[config.mk]
export PLATFORM = sky130hd
export DESIGN_NAME = dwarf_encoded_value_decoder
export DESIGN_NICKNAME = d
export VERILOG_FILES = /design/src/dwev_pkg.sv /design/src/dwev_step.sv /design/src/dwarf_encoded_value_decoder.sv
export SDC_FILE = /design/constraint.sdc
export NUM_CORES = 1
export LEC_CHECK = 0
export BUFFER_PORTS_ARGS = -buffer_cell sky130_fd_sc_hd__buf_2
export CORE_MARGIN = 4
export CORE_UTILIZATION = 30
export DETAILED_ROUTE_END_ITERATION = 12
export RECOVER_POWER = 100
export SLEW_MARGIN = 20
export SYNTH_ARGS = -nofsm -noshare
export SYNTH_HDL_FRONTEND = slang
export SYNTH_SLANG_ARGS = --single-unit
[constraint.sdc]
create_clock -name i_clk -period 7.45 [get_ports i_clk]
set_clock_uncertainty 0.05 [all_clocks]
set_input_delay 1.1175 -clock i_clk [delete_from_list [all_inputs] [get_ports i_clk]]
set_output_delay 1.1175 -clock i_clk [all_outputs]
set_load 0.1 [all_outputs]
[src/dwev_pkg.sv]
package dwev_pkg;

    // Width of the value field on the result channel.
    localparam int unsigned DATA_W = 64;

    // Default width of the kept part of a decoded value.
    localparam int unsigned VALUE_W_DEFAULT = 64;

    // Width of the saturating byte counter.
    localparam int unsigned COUNT_W = 4;

    // Largest byte count that is still reported exactly.
    localparam logic [COUNT_W-1:0] COUNT_MAX = COUNT_W'(15);

    // Last LEB128 byte index whose payload bits still start below DATA_W.
    localparam logic [COUNT_W-1:0] LEB_LAST_IDX = COUNT_W'((DATA_W - 1) / 7);

    // Encoding modes as carried on the input channel.
    typedef enum logic [2:0] {
        MODE_ULEB = 3'd0,
        MODE_U16  = 3'd1,
        MODE_U32  = 3'd2,
        MODE_U64  = 3'd3,
        MODE_SLEB = 3'd4,
        MODE_S16  = 3'd5,
        MODE_S32  = 3'd6,
        MODE_S64  = 3'd7
    } t_mode;

    typedef struct packed {
        logic [7:0] data_byte;
        logic [2:0] mode;
    } t_in_beat;

    typedef struct packed {
        logic [DATA_W-1:0]  decoded_value;
        logic [COUNT_W-1:0] byte_count;
        logic               overflow;
    } t_out_beat;

    // Per-value decoding state, apart from the accumulator itself.
    typedef struct packed {
        logic               in_value;
        t_mode              mode;
        logic [COUNT_W-1:0] bytes_seen;
        logic               dropped;
    } t_ctl;

endpackage

[src/dwev_step.sv]
module dwev_step
    import dwev_pkg::*;
#(
    parameter int unsigned VALUE_WIDTH = VALUE_W_DEFAULT
) (
    input  t_in_beat               i_beat,
    input  t_ctl                   i_ctl,
    input  logic [VALUE_WIDTH-1:0] i_acc,
    output t_ctl                   o_ctl,
    output logic [VALUE_WIDTH-1:0] o_acc,
    output logic                   o_done,
    output t_out_beat              o_result
);

    // Number of LEB128 bytes that reach into VALUE_WIDTH; any byte beyond drops bits.
    localparam logic [COUNT_W-1:0] LEB_MAX_BYTES = COUNT_W'((VALUE_WIDTH + 6) / 7);

    t_ctl                   cur;
    logic [VALUE_WIDTH-1:0] cur_acc;
    logic [VALUE_WIDTH-1:0] acc;
    logic [COUNT_W-1:0]     count;
    logic [6:0]             bit_pos;
    logic [6:0]             sext_pos;
    logic [5:0]             byte_shift;
    logic [3:0]             nbytes;
    logic                   is_leb;
    logic                   is_signed;
    logic                   done;
    logic                   dropped;

    // A new value starts from a clean state and takes the mode of its first byte.
    always_comb begin
        if (i_ctl.in_value) begin
            cur     = i_ctl;
            cur_acc = i_acc;
        end else begin
            cur.in_value   = 1'b1;
            cur.mode       = t_mode'(i_beat.mode);
            cur.bytes_seen = '0;
            cur.dropped    = 1'b0;
            cur_acc        = '0;
        end
    end

    always_comb begin
        is_leb    = 1'b0;
        is_signed = 1'b0;
        nbytes    = 4'd8;
        unique case (cur.mode)
            MODE_ULEB: begin
                is_leb = 1'b1;
            end
            MODE_SLEB: begin
                is_leb    = 1'b1;
                is_signed = 1'b1;
            end
            MODE_U16: begin
                nbytes = 4'd2;
            end
            MODE_S16: begin
                nbytes    = 4'd2;
                is_signed = 1'b1;
            end
            MODE_U32: begin
                nbytes = 4'd4;
            end
            MODE_S32: begin
                nbytes    = 4'd4;
                is_signed = 1'b1;
            end
            MODE_U64: begin
                nbytes = 4'd8;
            end
            MODE_S64: begin
                nbytes    = 4'd8;
                is_signed = 1'b1;
            end
            default: begin
                nbytes = 4'd8;
            end
        endcase
    end

    assign count      = (cur.bytes_seen < COUNT_MAX) ? cur.bytes_seen + 1'b1 : COUNT_MAX;
    assign bit_pos    = 7'(cur.bytes_seen) * 7'd7;
    assign sext_pos   = bit_pos + 7'd7;
    assign byte_shift = {cur.bytes_seen[2:0], 3'b000};

    always_comb begin
        acc     = cur_acc;
        dropped = cur.dropped;
        if (is_leb) begin
            if (cur.bytes_seen >= LEB_MAX_BYTES) begin
                dropped = 1'b1;
            end
            if (cur.bytes_seen <= LEB_LAST_IDX) begin
                acc = acc | (VALUE_WIDTH'(i_beat.data_byte[6:0]) << bit_pos);
            end
            done = !i_beat.data_byte[7];
            // Sign extension only while the value still fits the full word.
            if (done && is_signed && i_beat.data_byte[6] && (cur.bytes_seen < LEB_LAST_IDX)) begin
                acc = acc | ({VALUE_WIDTH{1'b1}} << sext_pos);
            end
        end else begin
            acc  = acc | (VALUE_WIDTH'(i_beat.data_byte) << byte_shift);
            done = count >= nbytes;
            // The last byte of a fixed value carries its sign bit in bit 7.
            if (done && is_signed && (nbytes != 4'd8) && i_beat.data_byte[7]) begin
                acc = acc | ({VALUE_WIDTH{1'b1}} << {nbytes, 3'b000});
            end
        end
    end

    always_comb begin
        o_ctl            = cur;
        o_ctl.bytes_seen = count;
        o_ctl.dropped    = dropped;
        o_ctl.in_value   = !done;
        o_acc            = acc;
        o_done           = done;
        o_result.decoded_value = DATA_W'(acc);
        o_result.byte_count    = count;
        o_result.overflow      = dropped;
    end

endmodule

[src/dwarf_encoded_value_decoder.sv]
// Decoder for DWARF encoded values, fed one byte of the encoded stream per beat.
//
// Input channel (i_in_valid / o_in_ready / i_in_beat): each beat carries one raw
// byte and an encoding mode. The mode is sampled only on the first byte of a
// value and held until that value ends; LEB128 values end at a byte whose top
// bit is clear, fixed values after 2, 4 or 8 little-endian bytes.
// Output channel (o_out_valid / i_out_ready / o_out_beat): one beat per value,
// carrying the value (low VALUE_WIDTH bits kept, sign- or zero-extended), the
// byte count saturating at 15, and an overflow flag for overlong LEB128 values.
//
// Throughput is one byte per cycle unless a byte is held off (see below): each
// byte is one shift-and-OR into the accumulator between the state registers and
// the result register, and the result is output in the cycle after its last byte.
// The result register decouples the two sides: while a result waits, bytes
// that do not end a value are still accepted; only a byte that would end the
// next value is held off until the waiting result has been taken.
// A synchronous reset drops any partly decoded value and empties the output.
module dwarf_encoded_value_decoder
    import dwev_pkg::*;
#(
    parameter int unsigned VALUE_WIDTH = VALUE_W_DEFAULT
) (
    input  logic      i_clk,
    input  logic      i_rst_n,
    input  logic      i_in_valid,
    output logic      o_in_ready,
    input  t_in_beat  i_in_beat,
    output logic      o_out_valid,
    input  logic      i_out_ready,
    output t_out_beat o_out_beat
);

    t_ctl                   r_ctl;
    t_ctl                   n_ctl;
    logic [VALUE_WIDTH-1:0] r_acc;
    logic [VALUE_WIDTH-1:0] n_acc;
    logic                   r_out_valid;
    t_out_beat              r_out_beat;
    t_out_beat              step_result;
    logic                   step_done;
    logic                   in_accept;
    logic                   out_free;

    // All of the per-byte arithmetic lives in the step logic.
    dwev_step #(
        .VALUE_WIDTH (VALUE_WIDTH)
    ) u_step (
        .i_beat   (i_in_beat),
        .i_ctl    (r_ctl),
        .i_acc    (r_acc),
        .o_ctl    (n_ctl),
        .o_acc    (n_acc),
        .o_done   (step_done),
        .o_result (step_result)
    );

    // The result register is free if it is empty or being emptied this cycle.
    assign out_free   = !r_out_valid || i_out_ready;
    assign o_in_ready = out_free || !step_done;
    assign in_accept  = i_in_valid && o_in_ready;

    always_ff @(posedge i_clk) begin
        if (!i_rst_n) begin
            r_ctl <= '0;
        end else if (in_accept) begin
            r_ctl <= n_ctl;
        end
    end

    always_ff @(posedge i_clk) begin
        if (in_accept) begin
            r_acc <= n_acc;
        end
    end

    always_ff @(posedge i_clk) begin
        if (!i_rst_n) begin
            r_out_valid <= 1'b0;
        end else if (in_accept && step_done) begin
            r_out_valid <= 1'b1;
        end else if (i_out_ready) begin
            r_out_valid <= 1'b0;
        end
    end

    always_ff @(posedge i_clk) begin
        if (in_accept && step_done) begin
            r_out_beat <= step_result;
        end
    end

    assign o_out_valid = r_out_valid;
    assign o_out_beat  = r_out_beat;

    // A byte that ends a value always leaves the decoder idle for the next one.
    a_idle_after_end: assert property (@(posedge i_clk) disable iff (!i_rst_n)
        (in_accept && step_done) |=> !r_ctl.in_value)
        else $error("decoder still inside a value after its last byte");

    // Input is only held off by a stalled, full result register.
    a_ready_cause: assert property (@(posedge i_clk) disable iff (!i_rst_n)
        !o_in_ready |-> (r_out_valid && !i_out_ready))
        else $error("input stalled without a waiting result");

    // Overflow can only be reported after more bytes than the word holds.
    a_overflow_count: assert property (@(posedge i_clk) disable iff (!i_rst_n)
        (o_out_valid && o_out_beat.overflow) |->
            (o_out_beat.byte_count > COUNT_W'((VALUE_WIDTH + 6) / 7)))
        else $error("overflow flagged on a short value");

    // Every value consumes at least one byte.
    a_count_nonzero: assert property (@(posedge i_clk) disable iff (!i_rst_n)
        o_out_valid |-> (o_out_beat.byte_count != '0))
        else $error("result with zero byte count");

endmodule
==> metrics.md <==
| Metric | Value |
|---|---|
| Status | finished with violations |
| Failing checks | max-capacitance violations, max-slew violations |
| Cts bufs inserted | 17 |
| Flop pwr share | roughly two fifths |
| Compound-Gate Fraction of Synth Area | between 20% and 30% |
| Critical path type | flip-flop to flip-flop |
| Fill cells | between 2000 and 2500 |
| Root Driver | clkbuf_16 |
| Worst-skew pair later-pin latency | about 0.43 ns |
| Detailed-route vias per instance | approximately 5.6 |
| Hold Crit Start | r_ctl[0] |
| Worst hold endpoint | r_ctl[0] |
| Sequential cell area fraction in the yosys report | 56.37% |
| Clk sinks | 143 |
| CTS clock-pin slew for the worst setup and hold paths | roughly 0.06 ns |
| Die X | between 150 and 200 µm |
| Final setup fails | 0 |
| Setup TNS | 0 ns |
| Resized cells post-CTS | 0 |
| Placed Area | just over 8000 µm² |
| Max-Cap Viols | 1 |
| CTS tree | built |
| Cell area after layout | 8597 µm² |
| Mapped Area | about 7400 µm² |
| DIE AREA | 27380 µm² |
| CP required | roughly 7.4 ns |
| Global route total overflow | 0 |
| Synth Net Count | around 740 |
| Hold Crit Class | flip-flop to flip-flop |
| Top_reg_cell synth | edfxtp_1 |
| Syn Inst Count | around 700 |
| Worst R2R Setup Slack | 1.25 ns |
| Share of synthesized area spent on multiplexers | 0.8409% |
| # diodes | 0 |
| DR pass1 iterations | 5 |
| Critical Path AT | 6.20 ns |
| Hold Vio Cnt, Final | 0 |
| Net Switching | roughly 950 µW |
| H-tree depth | 4 |
| Period minus WS final | 6.202 ns |
| R2R Path End | r_acc[55] |
| Top-area cell type share of the netlist area | between 50% and 60% |
| Max Fclk | approximately 160 MHz |
| Comb pwr share | 26.2% |
| Pwr dens | just over 300 nW/µm² |
| RSZ-0062 raised after global routing | no |
| Reg-to-Reg Start | r_ctl[8] |
| Worst-margin pin slew | approximately 1.6 ns |
| Leading area contributor after synthesis | edfxtp_1 |
| FFs w/ async S/R, synth | 0% |
| Area of the multi-input gates | between 2000 and 3000 µm² |
| Reg area | 4195 µm² |
| YS warnings | 0 |
| Bufs on Longest Clock Path | 2 |
| Hold Path Depth | 2 |
| Die Span Y | 165.5 µm |
| Register bit total from synthesis | ~140 |
| GRT Resource Usage Total | between 10% and 20% |
| Critical Path End Type | flip-flop |
| Post-synthesis simple-gate area fraction | 13.47% |
| Ranking of synthesized cells by area | edfxtp_1 (54%), o21ai_0 (4.9%), nand2_1 (4.4%) |
| Worst R2R Path Depth | 10 |
| Number of cell rows | 57 |
| Slew Viols, Final | 40 |
| Share of layout cells above drive strength 1 | 8.926% |
| Overall power | about 2600 µW |
| Nets@finish | about 790 |
| Initial Util | about 31% |
| XOR/XNOR share of the synthesized area | less than 1% |
| WL/cell | 20.57 µm |
| Antenna viol nets, final | 0 |
| Mean post-synth cell area | 10.55 µm² |
| Largest net degree at the start of global routing | 56 |
| WL final | between 20 and 25 mm |
| Sw Share | 36.51% |
| Clk pwr share | 32.4% |
| CP max FO | 48 |
| Hold_buf cts | 0 |
| Vias in the first global route | 5697 |
| Relative slew slack | -8.070% |
| Max IR drop VDD | roughly 150 µV |
| Post-synth EDFFs | around 130 |
| Synth-to-Final Area Change | 15.56% |
| DP Wirelength | approximately 15 mm |
| Adder-cell share of the synthesized area | 2.691% |
| Main combinational cell family by area after synthesis | compound AO/OA/AOI/OAI gates |
| Placeable Area | around 24000 µm² |
| RD Place Congestion | 0.9721 |
| DR vias | around 6000 |
| Initial antenna violation count | 0 |
| Period Utilization, post-route | between 80% and 90% |
| Initial DRC count | between 800 and 900 |
| Post-CTS setup buffer count | 0 |
| Drc violations | 0 |
| Hold WS | approximately 0.41 ns |
| Startpoint types | flip-flop |
| First-pass GRT wire length | 34.42 mm |
| I/O pin total | 86 |
| Lkg Pwr | roughly 0.0029 µW |
| Distinct cells, synth | 58 |
| I/O Buffers | between 80 and 90 |
| Cell Int Power | about 1700 µW |
## cells in the mapped netlist, types with 5 or more instances
library cell / number
edfxtp_1: 133
inv_1: 16
nor2_1: 30
a31o_2: 7
a22oi_1: 14
nand4_1: 8
o21a_1: 10
o221ai_1: 6
a22o_1: 7
a21oi_1: 61
buf_1: 8
nor2b_1: 5
clkbuf_1: 42
a31oi_1: 16
a21boi_0: 8
a32oi_1: 16
dfxtp_1: 10
nor3_1: 13
ha_1: 16
nand2b_1: 8
a221oi_1: 11
nand3_1: 22
nand2_1: 87
o21ai_0: 73
buf_2: 5
xnor2_1: 6
and3_1: 9
## placed cells by master, fill, tap and decap left out, types with 16 or more instances in the layout
master	Yosys	layout
o21ai_0	73	74
nand2_1	87	88
a31oi_1	16	16
nor2_1	30	29
clkbuf_1	42	73
nand3_1	22	22
a21oi_1	61	61
ha_1	16	16
clkbuf_16	0	17
a32oi_1	16	16
edfxtp_1	133	133
## stage by stage
stage	setup slack, ns	utilization, %	std cells
final	1.248	35.25	1097
after global routing	0.8711	35.25	1097
after CTS	1.951	35.67	1097
after detailed placement	2.375	33.31	1066
after global placement	2.493	33.29	1066
after floorplan	1.335	-	705
## worst max-delay path by stage
stage	cells past startpoint	start	slack, ns	to
floorplan	8	i_in_beat[0]	1.33	o_out_beat[0]
global placement	10	r_ctl[8]	2.49	r_acc[56]
detailed placement	10	r_ctl[8]	2.38	r_acc[56]
CTS	8	r_ctl[8]	1.95	o_in_ready
global route	10	r_ctl[8]	0.87	r_acc[55]
finish	10	r_ctl[8]	1.25	r_acc[55]
## layer usage
layer / track usage (%) / share of wire (%) / vias up
li1: - / - / 2824
met1: 23.87 / 45 / 2931
met2: 24.13 / 45 / 332
met3: 4.021 / 8.9 / 33
met4: 5.324 / 1.8 / 0
met5: 0 / 0 / -
## power by group through the flow
stage               registers (µW)  logic, µW  clock network, µW
floorplan                     1420        226                  0
global placement              1090        692                  0
CTS                           1080        698                862
global route                  1090        722                895
finish                        1080        684                845
detailed placement            1090        695                  0
## state kept, by name (all words and copies together) (netlist names)
signal / flops
o_out_beat: 69
o_out_valid: 1
r_acc: 64
r_ctl: 9
## critical path: stages (launching register included)
cell      delay (ns)
dfxtp_2         0.96
clkbuf_1        1.24
and2_0          0.36
a41o_1          0.27
ha_1            0.26
and3b_1         0.19
nor3_1          0.32
a221o_1         0.43
nand2_1         0.20
inv_2           0.56
clkbuf_2        0.90
## cell type report
| cell class | count | share of cell area (%) |
|---|---|---|
| Clock inverter | 13 | 1.703 |
| Clock buffer | 18 | 4.992 |
| Multi-Input combinational cell | 489 | 34.52 |
| Tap cell | 324 | 4.715 |
| Inverter | 16 | 0.6986 |
| Sequential cell | 143 | 48.80 |
| Timing Repair Buffer | 94 | 4.570 |
## cells by family (layout without fill, tap and decap cells)
family / Yosys count / count (layout)
AOI/OAI and AO/OA: 253 / 253
and+or+nand+nor: 207 / 207
DFF: 143 / 143
buffers and inverters: 73 / 141
adders and majority gates: 16 / 16
xor gates and xnor gates: 7 / 7
muxes: 6 / 6
(Power assumes the default switching activity.)
